**src/rtl/fpb_pkg.sv**
```systemverilog
// Shared constants, payload types and control structs for the force pad balance block.
// No dependencies; every other file but fpb_chk uses this package.
`default_nettype none

package fpb_pkg;

    localparam int CHANNELS       = 8;
    localparam int RAW_W          = 12;
    localparam int D_W            = 13;   // zero-corrected count
    localparam int F_W            = 14;   // tared count
    localparam int W_W            = 16;   // total weight
    localparam int SUM_W          = 18;   // difference of eight tared counts
    localparam int RATIO_W        = 16;
    localparam int RATIO_FRAC_DEF = 13;
    localparam int DIV_STEPS      = 16;   // quotient bits, top bit flags saturation
    localparam int AXES           = 3;

    localparam int CFG_W     = 48;
    localparam int CFG_IDX_W = 2;
    localparam logic [CFG_IDX_W-1:0] CFG_ZEROS_RIGHT    = 2'd0;
    localparam logic [CFG_IDX_W-1:0] CFG_ZEROS_LEFT     = 2'd1;
    localparam logic [CFG_IDX_W-1:0] CFG_FALL_THRESHOLD = 2'd2;
    localparam logic [CFG_IDX_W-1:0] CFG_MIRROR         = 2'd3;

    typedef logic        [RAW_W-1:0]   t_raw;
    typedef logic signed [D_W-1:0]     t_d;
    typedef logic signed [F_W-1:0]     t_f;
    typedef logic signed [W_W-1:0]     t_w;
    typedef logic signed [SUM_W-1:0]   t_sum;
    typedef logic signed [RATIO_W-1:0] t_ratio;

    typedef t_raw [CHANNELS-1:0] t_raw_vec;
    typedef t_d   [CHANNELS-1:0] t_d_vec;
    typedef t_f   [CHANNELS-1:0] t_f_vec;
    typedef t_sum [AXES-1:0]     t_sum_vec;

    typedef struct packed {
        t_w       w;
        t_sum_vec s;      // x, y, z half-sum numerators
        logic     skip;
        logic     fallen;
    } t_merged;

    typedef struct packed {
        logic load;
        logic step;
    } t_div_ctl;

endpackage

`default_nettype wire

```
**src/rtl/fpb_in_if.sv**
```systemverilog
// Input channel: one beat carries the mode bit and eight raw load-cell counts.
// Depends on fpb_pkg for the count type.
`default_nettype none

interface fpb_in_if;
    logic              valid;
    logic              ready;
    logic              mode;
    fpb_pkg::t_raw     raw_0;
    fpb_pkg::t_raw     raw_1;
    fpb_pkg::t_raw     raw_2;
    fpb_pkg::t_raw     raw_3;
    fpb_pkg::t_raw     raw_4;
    fpb_pkg::t_raw     raw_5;
    fpb_pkg::t_raw     raw_6;
    fpb_pkg::t_raw     raw_7;

    modport source (output valid, mode, raw_0, raw_1, raw_2, raw_3,
                    raw_4, raw_5, raw_6, raw_7, input ready);
    modport sink   (input valid, mode, raw_0, raw_1, raw_2, raw_3,
                    raw_4, raw_5, raw_6, raw_7, output ready);
endinterface

`default_nettype wire

```
**src/rtl/fpb_out_if.sv**
```systemverilog
// Output channel: one beat carries the three balance ratios, weight and flags.
// Depends on fpb_pkg for the ratio and weight types.
`default_nettype none

interface fpb_out_if;
    logic            valid;
    logic            ready;
    fpb_pkg::t_ratio x_ratio;
    fpb_pkg::t_ratio y_ratio;
    fpb_pkg::t_ratio z_ratio;
    fpb_pkg::t_w     total_weight;
    logic            fallen;
    logic            ratio_skipped;

    modport source (output valid, x_ratio, y_ratio, z_ratio, total_weight,
                    fallen, ratio_skipped, input ready);
    modport sink   (input valid, x_ratio, y_ratio, z_ratio, total_weight,
                    fallen, ratio_skipped, output ready);
endinterface

`default_nettype wire

```
**src/rtl/fpb_lane.sv**
```systemverilog
// One channel lane: analog zero removal, tare store and tare subtraction.
// Depends on fpb_pkg.
`default_nettype none

module fpb_lane (
    input  logic          i_clk,
    input  logic          i_rst_n,
    input  logic          i_en,
    input  logic          i_calib,
    input  fpb_pkg::t_raw i_raw,
    input  fpb_pkg::t_raw i_zero,
    output fpb_pkg::t_d   o_d,
    output fpb_pkg::t_f   o_f
);
    import fpb_pkg::*;

    t_d r_tare;
    t_d r_d;
    t_f r_f;
    t_d n_d;
    t_f n_f;

    always_comb begin
        n_d = t_d'({1'b0, i_raw}) - t_d'({1'b0, i_zero});
        n_f = t_f'(n_d) - t_f'(r_tare);
    end

    always_ff @(posedge i_clk) begin
        if (!i_rst_n) begin
            r_tare <= '0;
        end else if (i_en && i_calib) begin
            r_tare <= n_d;
        end
    end

    always_ff @(posedge i_clk) begin
        if (i_en) begin
            r_d <= n_d;
            r_f <= n_f;
        end
    end

    assign o_d = r_d;
    assign o_f = r_f;

endmodule

`default_nettype wire

```
**src/rtl/fpb_merge.sv**
```systemverilog
// Merge stage: sums the lane results into the weight and the three half-sum
// numerators, and settles the fall and skip flags. Depends on fpb_pkg.
`default_nettype none

module fpb_merge (
    input  logic              i_clk,
    input  logic              i_en,
    input  logic              i_calib,
    input  logic              i_mirror,
    input  fpb_pkg::t_w       i_thr,
    input  fpb_pkg::t_d_vec   i_d,
    input  fpb_pkg::t_f_vec   i_f,
    output fpb_pkg::t_merged  o_res
);
    import fpb_pkg::*;

    t_merged r_res;
    t_merged n_res;
    t_sum    e [CHANNELS];

    always_comb begin
        n_res.w = '0;
        for (int i = 0; i < CHANNELS; i++) begin
            n_res.w = n_res.w + t_w'($signed(i_d[i]));
            e[i]    = t_sum'($signed(i_f[i]));
        end
        // channel 3 reads as channel 2 after tare removal
        if (i_mirror) begin
            e[3] = e[2];
        end
        n_res.s[0] = e[4] + e[5] + e[6] + e[7] - e[0] - e[1] - e[2] - e[3];
        n_res.s[1] = e[2] + e[3] + e[6] + e[7] - e[0] - e[1] - e[4] - e[5];
        n_res.s[2] = e[0] + e[1] + e[6] + e[7] - e[2] - e[3] - e[4] - e[5];
        n_res.skip   = i_calib || (n_res.w <= 0);
        n_res.fallen = n_res.w < i_thr;
    end

    always_ff @(posedge i_clk) begin
        if (i_en) begin
            r_res <= n_res;
        end
    end

    assign o_res = r_res;

endmodule

`default_nettype wire

```
**src/rtl/fpb_div.sv**
```systemverilog
// Restoring divider, one quotient bit per step: rounded |s| / (2w) with the sign
// of s, FRAC fraction bits, saturated to the 16-bit ratio range. Depends on fpb_pkg.
`default_nettype none

module fpb_div #(
    parameter int FRAC = fpb_pkg::RATIO_FRAC_DEF
) (
    input  logic              i_clk,
    input  fpb_pkg::t_div_ctl i_ctl,
    input  fpb_pkg::t_sum     i_s,
    input  fpb_pkg::t_w       i_w,
    output fpb_pkg::t_ratio   o_q
);
    import fpb_pkg::*;

    localparam int MAG_W = SUM_W - 1;
    localparam int NUM_W = MAG_W + FRAC + 1;
    localparam int DSH_W = W_W + DIV_STEPS - 1;
    localparam int REM_W = (NUM_W > DSH_W) ? NUM_W : DSH_W;

    logic                 r_neg;
    logic [REM_W-1:0]     r_rem;
    logic [REM_W-1:0]     r_dsh;
    logic [DIV_STEPS-1:0] r_q;
    logic [SUM_W-1:0]     abs_s;
    logic [REM_W-1:0]     num;
    logic [REM_W-1:0]     den;
    logic                 fits;
    t_ratio               mag_q;

    always_comb begin
        abs_s = i_s[SUM_W-1] ? SUM_W'(-i_s) : SUM_W'(i_s);
        // numerator |s| * 2^FRAC + w gives round-half-away after flooring by 2w
        num   = (REM_W'(abs_s[MAG_W-1:0]) << FRAC) + REM_W'(i_w[W_W-2:0]);
        den   = REM_W'({i_w[W_W-2:0], 1'b0}) << (DIV_STEPS - 1);
        fits  = r_rem >= r_dsh;
    end

    always_ff @(posedge i_clk) begin
        if (i_ctl.load) begin
            r_neg <= i_s[SUM_W-1];
            r_rem <= num;
            r_dsh <= den;
            r_q   <= '0;
        end else if (i_ctl.step) begin
            if (fits) begin
                r_rem <= r_rem - r_dsh;
            end
            r_q   <= {r_q[DIV_STEPS-2:0], fits};
            r_dsh <= r_dsh >> 1;
        end
    end

    always_comb begin
        mag_q = t_ratio'(r_q);
        if (r_q[DIV_STEPS-1]) begin
            o_q = r_neg ? {1'b1, {(RATIO_W-1){1'b0}}} : {1'b0, {(RATIO_W-1){1'b1}}};
        end else begin
            o_q = r_neg ? -mag_q : mag_q;
        end
    end

endmodule

`default_nettype wire

```
**src/rtl/force_pad_balance_top.sv**
```systemverilog
// Force pad balance top level: config registers, eight channel lanes, merge
// stage, three divider lanes and the result register. Depends on fpb_pkg,
// fpb_in_if, fpb_out_if, fpb_lane, fpb_merge and fpb_div.
//
//  channel  | direction | beat contents
//  ---------+-----------+----------------------------------------------------
//  i_item   | in        | mode, raw_0 .. raw_7
//  o_res    | out       | x/y/z_ratio, total_weight, fallen, ratio_skipped
//  i_cfg_*  | in        | write enable, register index, 48-bit write data
//
// The lanes register at the accept edge; the result beat then passes the merge
// register, the divider load, 16 divider steps (one quotient bit each) and the
// hand-off into the result register, which waits while an older result stalls.
// The three ratio dividers run side by side. Input is taken only when idle, so no
// new item is taken before the last one has gone to the result register. A waiting
// result does not block the next item until that item needs the result register.
// Reset clears the tares and loads the register defaults at once; no clearing pass.
`default_nettype none

module force_pad_balance_top #(
    parameter int RATIO_FRACTION_BITS = fpb_pkg::RATIO_FRAC_DEF
) (
    input  logic                            i_clk,
    input  logic                            i_rst_n,
    input  logic                            i_cfg_we,
    input  logic [fpb_pkg::CFG_IDX_W-1:0]   i_cfg_idx,
    input  logic [fpb_pkg::CFG_W-1:0]       i_cfg_data,
    fpb_in_if.sink                          i_item,
    fpb_out_if.source                       o_res
);
    import fpb_pkg::*;

    localparam logic [2:0] ST_IDLE  = 3'd0;
    localparam logic [2:0] ST_MERGE = 3'd1;
    localparam logic [2:0] ST_LOAD  = 3'd2;
    localparam logic [2:0] ST_DIV   = 3'd3;
    localparam logic [2:0] ST_DONE  = 3'd4;
    localparam int CNT_W = $clog2(DIV_STEPS);

    logic [CFG_W-1:0] r_zeros_right;
    logic [CFG_W-1:0] r_zeros_left;
    t_w               r_thr;
    logic             r_mirror;

    logic [2:0]       r_state;
    logic [2:0]       n_state;
    logic [CNT_W-1:0] r_cnt;
    logic             r_calib;

    logic             r_out_valid;
    t_ratio           r_x, r_y, r_z;
    t_w               r_w;
    logic             r_fallen;
    logic             r_skip;

    logic             accept;
    logic             emit;
    t_raw_vec         raw;
    t_raw_vec         lane_raw;
    t_raw_vec         lane_zero;
    t_d_vec           d;
    t_f_vec           f;
    t_merged          merged;
    t_div_ctl         div_ctl;
    t_ratio           q [AXES];

    // configuration
    always_ff @(posedge i_clk) begin
        if (!i_rst_n) begin
            r_zeros_right <= '0;
            r_zeros_left  <= '0;
            r_thr         <= '0;
            r_mirror      <= 1'b1;
        end else if (i_cfg_we) begin
            unique case (i_cfg_idx)
                CFG_ZEROS_RIGHT:    r_zeros_right <= i_cfg_data;
                CFG_ZEROS_LEFT:     r_zeros_left  <= i_cfg_data;
                CFG_FALL_THRESHOLD: r_thr         <= t_w'(i_cfg_data[W_W-1:0]);
                CFG_MIRROR:         r_mirror      <= i_cfg_data[0];
                default:            r_mirror      <= r_mirror;
            endcase
        end
    end

    assign raw[0] = i_item.raw_0;
    assign raw[1] = i_item.raw_1;
    assign raw[2] = i_item.raw_2;
    assign raw[3] = i_item.raw_3;
    assign raw[4] = i_item.raw_4;
    assign raw[5] = i_item.raw_5;
    assign raw[6] = i_item.raw_6;
    assign raw[7] = i_item.raw_7;

    assign i_item.ready = (r_state == ST_IDLE);
    assign accept       = i_item.valid && i_item.ready;
    assign emit         = (r_state == ST_DONE) && (!r_out_valid || o_res.ready);

    // channel lanes; lane 3 takes channel 2 input when mirrored
    for (genvar i = 0; i < CHANNELS; i++) begin : g_lane
        if (i < CHANNELS / 2) begin : g_right
            assign lane_zero[i] = (i == 3 && r_mirror) ? r_zeros_right[2*RAW_W +: RAW_W]
                                                       : r_zeros_right[i*RAW_W +: RAW_W];
        end else begin : g_left
            assign lane_zero[i] = r_zeros_left[(i - CHANNELS/2)*RAW_W +: RAW_W];
        end
        assign lane_raw[i] = (i == 3 && r_mirror) ? raw[2] : raw[i];

        fpb_lane u_lane (
            .i_clk   (i_clk),
            .i_rst_n (i_rst_n),
            .i_en    (accept),
            .i_calib (i_item.mode),
            .i_raw   (lane_raw[i]),
            .i_zero  (lane_zero[i]),
            .o_d     (d[i]),
            .o_f     (f[i])
        );
    end

    fpb_merge u_merge (
        .i_clk    (i_clk),
        .i_en     (r_state == ST_MERGE),
        .i_calib  (r_calib),
        .i_mirror (r_mirror),
        .i_thr    (r_thr),
        .i_d      (d),
        .i_f      (f),
        .o_res    (merged)
    );

    assign div_ctl.load = (r_state == ST_LOAD);
    assign div_ctl.step = (r_state == ST_DIV);

    for (genvar a = 0; a < AXES; a++) begin : g_div
        fpb_div #(
            .FRAC (RATIO_FRACTION_BITS)
        ) u_div (
            .i_clk (i_clk),
            .i_ctl (div_ctl),
            .i_s   (merged.s[a]),
            .i_w   (merged.w),
            .o_q   (q[a])
        );
    end

    // sequencer
    always_comb begin
        n_state = r_state;
        unique case (r_state)
            ST_IDLE:  if (accept) n_state = ST_MERGE;
            ST_MERGE: n_state = ST_LOAD;
            ST_LOAD:  n_state = ST_DIV;
            ST_DIV:   if (r_cnt == CNT_W'(DIV_STEPS - 1)) n_state = ST_DONE;
            ST_DONE:  if (emit) n_state = ST_IDLE;
            default:  n_state = ST_IDLE;
        endcase
    end

    always_ff @(posedge i_clk) begin
        if (!i_rst_n) begin
            r_state <= ST_IDLE;
            r_cnt   <= '0;
        end else begin
            r_state <= n_state;
            if (r_state == ST_DIV) begin
                r_cnt <= r_cnt + 1'b1;
            end else begin
                r_cnt <= '0;
            end
        end
    end

    always_ff @(posedge i_clk) begin
        if (accept) begin
            r_calib <= i_item.mode;
        end
    end

    // result register
    always_ff @(posedge i_clk) begin
        if (!i_rst_n) begin
            r_out_valid <= 1'b0;
        end else if (emit) begin
            r_out_valid <= 1'b1;
        end else if (o_res.ready) begin
            r_out_valid <= 1'b0;
        end
    end

    always_ff @(posedge i_clk) begin
        if (emit) begin
            r_x      <= merged.skip ? '0 : q[0];
            r_y      <= merged.skip ? '0 : q[1];
            r_z      <= merged.skip ? '0 : q[2];
            r_w      <= merged.w;
            r_fallen <= merged.fallen;
            r_skip   <= merged.skip;
        end
    end

    assign o_res.valid         = r_out_valid;
    assign o_res.x_ratio       = r_x;
    assign o_res.y_ratio       = r_y;
    assign o_res.z_ratio       = r_z;
    assign o_res.total_weight  = r_w;
    assign o_res.fallen        = r_fallen;
    assign o_res.ratio_skipped = r_skip;

endmodule

`default_nettype wire

```
**src/flat_wrapper.sv**
```systemverilog
// flat-port wrapper written by rule: the top's interface ports become plain ports
module force_pad_balance_top_flat import fpb_pkg::*;
#(
    parameter int RATIO_FRACTION_BITS = fpb_pkg::RATIO_FRAC_DEF
)
  (i_clk, i_rst_n, i_cfg_we, i_cfg_idx, i_cfg_data, i_item_valid, i_item_mode, i_item_raw_0, i_item_raw_1, i_item_raw_2, i_item_raw_3, i_item_raw_4, i_item_raw_5, i_item_raw_6, i_item_raw_7, i_item_ready, o_res_valid, o_res_x_ratio, o_res_y_ratio, o_res_z_ratio, o_res_total_weight, o_res_fallen, o_res_ratio_skipped, o_res_ready);
  fpb_in_if i_item_i ();
  fpb_out_if o_res_i ();
  input  logic i_clk;
  input  logic i_rst_n;
  input  logic i_cfg_we;
  input  logic [fpb_pkg::CFG_IDX_W-1:0] i_cfg_idx;
  input  logic [fpb_pkg::CFG_W-1:0] i_cfg_data;
  input wire logic [$bits(i_item_i.valid)-1:0] i_item_valid;
  input wire logic [$bits(i_item_i.mode)-1:0] i_item_mode;
  input wire logic [$bits(i_item_i.raw_0)-1:0] i_item_raw_0;
  input wire logic [$bits(i_item_i.raw_1)-1:0] i_item_raw_1;
  input wire logic [$bits(i_item_i.raw_2)-1:0] i_item_raw_2;
  input wire logic [$bits(i_item_i.raw_3)-1:0] i_item_raw_3;
  input wire logic [$bits(i_item_i.raw_4)-1:0] i_item_raw_4;
  input wire logic [$bits(i_item_i.raw_5)-1:0] i_item_raw_5;
  input wire logic [$bits(i_item_i.raw_6)-1:0] i_item_raw_6;
  input wire logic [$bits(i_item_i.raw_7)-1:0] i_item_raw_7;
  output wire logic [$bits(i_item_i.ready)-1:0] i_item_ready;
  output wire logic [$bits(o_res_i.valid)-1:0] o_res_valid;
  output wire logic [$bits(o_res_i.x_ratio)-1:0] o_res_x_ratio;
  output wire logic [$bits(o_res_i.y_ratio)-1:0] o_res_y_ratio;
  output wire logic [$bits(o_res_i.z_ratio)-1:0] o_res_z_ratio;
  output wire logic [$bits(o_res_i.total_weight)-1:0] o_res_total_weight;
  output wire logic [$bits(o_res_i.fallen)-1:0] o_res_fallen;
  output wire logic [$bits(o_res_i.ratio_skipped)-1:0] o_res_ratio_skipped;
  input wire logic [$bits(o_res_i.ready)-1:0] o_res_ready;
  assign i_item_i.valid = i_item_valid;
  assign i_item_i.mode = i_item_mode;
  assign i_item_i.raw_0 = i_item_raw_0;
  assign i_item_i.raw_1 = i_item_raw_1;
  assign i_item_i.raw_2 = i_item_raw_2;
  assign i_item_i.raw_3 = i_item_raw_3;
  assign i_item_i.raw_4 = i_item_raw_4;
  assign i_item_i.raw_5 = i_item_raw_5;
  assign i_item_i.raw_6 = i_item_raw_6;
  assign i_item_i.raw_7 = i_item_raw_7;
  assign i_item_ready = i_item_i.ready;
  assign o_res_valid = o_res_i.valid;
  assign o_res_x_ratio = o_res_i.x_ratio;
  assign o_res_y_ratio = o_res_i.y_ratio;
  assign o_res_z_ratio = o_res_i.z_ratio;
  assign o_res_total_weight = o_res_i.total_weight;
  assign o_res_fallen = o_res_i.fallen;
  assign o_res_ratio_skipped = o_res_i.ratio_skipped;
  assign o_res_i.ready = o_res_ready;
  force_pad_balance_top #(.RATIO_FRACTION_BITS(RATIO_FRACTION_BITS)) u_core (.i_clk(i_clk), .i_rst_n(i_rst_n), .i_cfg_we(i_cfg_we), .i_cfg_idx(i_cfg_idx), .i_cfg_data(i_cfg_data), .i_item(i_item_i), .o_res(o_res_i));
endmodule
```
**config.mk**
```make
export PLATFORM = sky130hd
export DESIGN_NAME = force_pad_balance_top_flat
export DESIGN_NICKNAME = d
export VERILOG_FILES = /design/src/rtl/fpb_pkg.sv /design/src/rtl/fpb_in_if.sv /design/src/rtl/fpb_out_if.sv /design/src/rtl/fpb_lane.sv /design/src/rtl/fpb_merge.sv /design/src/rtl/fpb_div.sv /design/src/rtl/force_pad_balance_top.sv /design/src/flat_wrapper.sv
export SDC_FILE = /design/constraint.sdc
export NUM_CORES = 2
export LEC_CHECK = 0
export BUFFER_PORTS_ARGS = -buffer_cell sky130_fd_sc_hd__buf_2
export CAP_MARGIN = 20
export CORE_UTILIZATION = 35
export DETAILED_ROUTE_END_ITERATION = 10
export PLACE_DENSITY = 0.49
export SYNTH_ARGS = -nofsm -noshare
export SYNTH_HDL_FRONTEND = slang
export SYNTH_HIERARCHICAL = 1
export SYNTH_SLANG_ARGS = --single-unit
```
**constraint.sdc**
```tcl
create_clock -name i_clk -period 7.3 [get_ports i_clk]
set_clock_uncertainty 0.05 [all_clocks]
set_input_delay 0.73 -clock i_clk [delete_from_list [all_inputs] [get_ports i_clk]]
set_output_delay 0.73 -clock i_clk [all_outputs]
set_load 0.005 [all_outputs]
```
==> impl_metrics.py <==
metrics = {
    "status": {
        "status": "complete, but fails checks",
        "violations": "antenna rules, DRC",
    },
    "grt": {
        "grt_pass1_wl_um": 289300,
        "grt_pass1_vias": 46670,
        "grt-ovfl-total": 0,
        "grt_max_degree": 130,
        "grt_use_total": 0.2102,
        "antenna_found_initial": 9,
    },
    "yosys": {
        "avgSynthCellArea_um2": 9.441,
        "netlist_area_um2": 62140,
        "async_flop_share": 0,
        "synth_top_area_frac": 0.2397,
        "ys_ff_latch": 817,
        "synth.most_common_cell": "inv_1",
        "yosys.area_share.xor_xnor": 0.04257,
        "synthCells": 6582,
        "synth_simple_gate_area_frac": 0.1431,
        "synth_top_family_by_area": "adder cells",
        "synth_compound_area_frac": 0.1680,
        "ys_seq_area_frac": 0.3431,
        "ys_top_cells_by_count": "inv_1 (901), nand2_1 (640), edfxtp_1 (496), a21oi_1 (483), ha_1 (434)",
        "yosys-top-cells-area": "edfxtp_1 (24%), fa_1 (12%), dfxtp_1 (10%)",
        "synth_warnings": 6,
        "ys_types": 95,
        "synth-main-ff-cell": "edfxtp_1",
        "muxShareOfSynthArea": 0.02599,
        "synth_area_leader_cell": "edfxtp_1",
        "synth_enable_flop_cells": 496,
        "synthAdderAreaFrac": 0.2076,
        "synthesis.nets": 7541,
    },
    "layout": {
        "syn2layout_area_growth_pct": 10.97,
        "layout-drive-gt1-share": 0.08848,
        "postLayoutCellArea_um2": 68960,
        "nNetsFinal": 7681,
    },
    "place": {
        "postPlaceCellArea_um2": 65530,
        "dp_slack_ns": 1.297,
        "dpl.hpwl_um": 153300,
        "numPortBuffers": 219,
        "gp_congestion": 0.9025,
    },
    "clock_tree": {
        "cts_tree": "yes",
        "cts_buffers": 98,
        "htreeDepth": 3,
        "clk_path_buf_depth": 3,
        "cts_setup_buffers": 0,
        "clkSinkCount": 817,
        "clock_latency_ns": 0.73,
        "post_cts_resized": 0,
        "cts.clk_slew.worst_paths_ns": 0.06,
        "root_buffer": "clkbuf_16",
        "cts_hold_buf": 0,
    },
    "timing": {
        "final-setup-viol-count": 0,
        "finalHoldViolations": 0,
        "rsz0062_at_grt": "false",
        "worst_slack_ns": 1.221,
        "tightest_slew_ns": 1.186,
        "period_minus_slack_ns": 6.079,
        "slew_viol_final": 0,
        "tns_ns": 0,
        "fmax_mhz": 164.5,
        "post-route-period-util": 0.8327,
        "maxSlewHeadroom": 0.2040,
        "hold_slack_ns": 0.2035,
    },
    "worst_setup_path": {
        "crit_type": "flip-flop to flip-flop",
        "worst_path_largest_cell_delay_ns": 0.54,
        "cp-end-kind": "flip-flop",
        "required_ns": 7.74,
        "cp_cell_sequence": "inv_1, fa_1, inv_1, fa_1, fa_1, inv_1, fa_1, inv_1, ha_1, fa_1, a21o_1, a21oi_2, o21ai_0, a21o_1, a31o_2, a21oi_1, xor2_1, inv_1, ha_1, nand3_1, nor3_1, a211oi_1, a22oi_1, o41ai_1",
        "startpoint_type": "flip-flop",
        "path_buf_inv": 5,
        "cp_max_fo": 3,
        "slowest_stage": "fa_1",
        "critPathArrivalTime_ns": 6.52,
        "cp_top_family": "adder cells",
    },
    "flow_run": {
        "drv_cap": 0,
    },
    "floorplanning": {
        "coreArea_um2": 176300,
        "die_area_um2": 179200,
        "die_x_um": 423.4,
        "dieHeight_um": 423.4,
        "io_pins": 220,
        "start_util": 0.3525,
        "row_count": 154,
    },
    "drt": {
        "drtPass1Iterations": 11,
        "drt_wl_total_um": 190300,
        "ant_nets": 1,
        "drc": 206,
        "routedWlPerCell_um": 20.80,
        "drtIter0Drc": 3152,
        "dr_total_vias": 47430,
        "vias_per_cell": 5.182,
    },
    "min_path": {
        "holdCritPathClass": "primary input to flip-flop",
    },
}
## layer usage
metal / vias up / track usage / wire (µm)
li1: 23200 / - / -
met1: 23030 / 0.2905 / 89720
met2: 1036 / 0.3534 / 89670
met3: 157 / 0.02195 / 7158
met4: 2 / 0.04440 / 3773
met5: - / 0 / 13
## path summary, 6_finish.rpt
path              slack (ns)                      startpoint  cells past startpoint                      end
setup reg to reg        1.22  u_core/g_lane[3].u_lane/o_d[2]                     24  u_core/u_merge/o_res[0]
hold / removal          0.20                  i_cfg_data[23]                      3  u_core/r_zeros_left[23]
setup / recovery        1.22  u_core/g_lane[3].u_lane/o_d[2]                     24  u_core/u_merge/o_res[0]
hold reg to reg         0.40         u_core/r_zeros_left[35]                      2  u_core/r_zeros_left[35]
## layout by cell type (no fill, tap or decap), types with 18 or more instances in the layout
cell type,Yosys,final
xor2_1,81,81
o21ai_0,243,241
xnor2_1,221,221
o211a_1,20,20
a21o_2,18,18
a32oi_1,21,21
buf_4,5,30
buf_2,13,218
and3_1,38,38
nand3_1,183,183
o21bai_1,24,24
edfxtp_1,496,496
fa_1,373,373
a311o_1,19,19
nor2b_1,111,111
or4_1,22,22
clkinv_2,0,19
nor3_1,109,109
nand2_1,640,640
a21oi_1,483,483
clkbuf_16,0,101
nand4_1,55,55
a21o_1,157,157
or3_1,44,44
mux2_2,35,35
a211oi_1,104,104
nand3b_1,45,45
mux2i_1,122,122
and2_1,44,42
o211ai_1,34,34
a21boi_0,19,19
inv_1,901,900
nand2b_1,48,48
dfxtp_1,321,320
ha_1,434,434
o21a_1,61,61
o22ai_1,19,19
o31ai_1,47,47
a31oi_1,39,39
nor2_1,407,406
## through the flow
stage | instances | util
after floorplan | 6582 | -
after global placement | 8961 | 0.3717
after detailed placement | 8961 | 0.3717
after CTS | 9143 | 0.3909
after global routing | 9145 | 0.3910
final | 9153 | 0.3911
## tightest hold or removal path, delay by kind of cell
family / cells / cell delay, ns
buf+inv: 1 / 0.11
simple gates: 1 / 0.05
compound gates: 1 / 0.05
## registers in the layout, summed over array words and instances (netlist names), 16 cells and up
| signal | count |
|---|---|
| u_core/o_res.y_ratio | 16 |
| u_core/g_lane.u_lane/o_d | 104 |
| u_core/o_res.total_weight | 16 |
| u_core/g_div.u_div/r_dsh | 93 |
| u_core/r_zeros_right | 48 |
| u_core/u_merge/o_res | 72 |
| u_core/r_thr | 16 |
| u_core/o_res.x_ratio | 16 |
| u_core/g_div.u_div/mag_q | 48 |
| u_core/o_res.z_ratio | 16 |
| u_core/r_zeros_left | 48 |
| u_core/g_div.u_div/r_rem | 93 |
| u_core/g_lane.u_lane/o_f | 112 |
| u_core/g_lane.u_lane/r_tare | 104 |
## final cells by class
| type | count | area, µm² |
|---|---|---|
| Antenna cell | 9 | 22.52 |
| Tap cell | 2340 | 2928 |
| Fill cell | 17730 | 107300 |
| Timing Repair Buffer | 251 | 1384 |
| Clock inverter | 52 | 615.6 |
| Clock buffer | 130 | 2766 |
| Inverter | 903 | 3397 |
| Multi-Input combinational cell | 4651 | 36530 |
| Sequential cell | 817 | 21320 |
## logic make-up after synthesis
logic type	after synthesis
buf+inv	1114
xor+xnor	302
mux	157
fa+ha+maj	807
compound gates	1532
flops	817
simple gates	1853
Power is not shown: default switching activity piles up to over one toggle a cycle in this logic, so the estimate is an artifact.
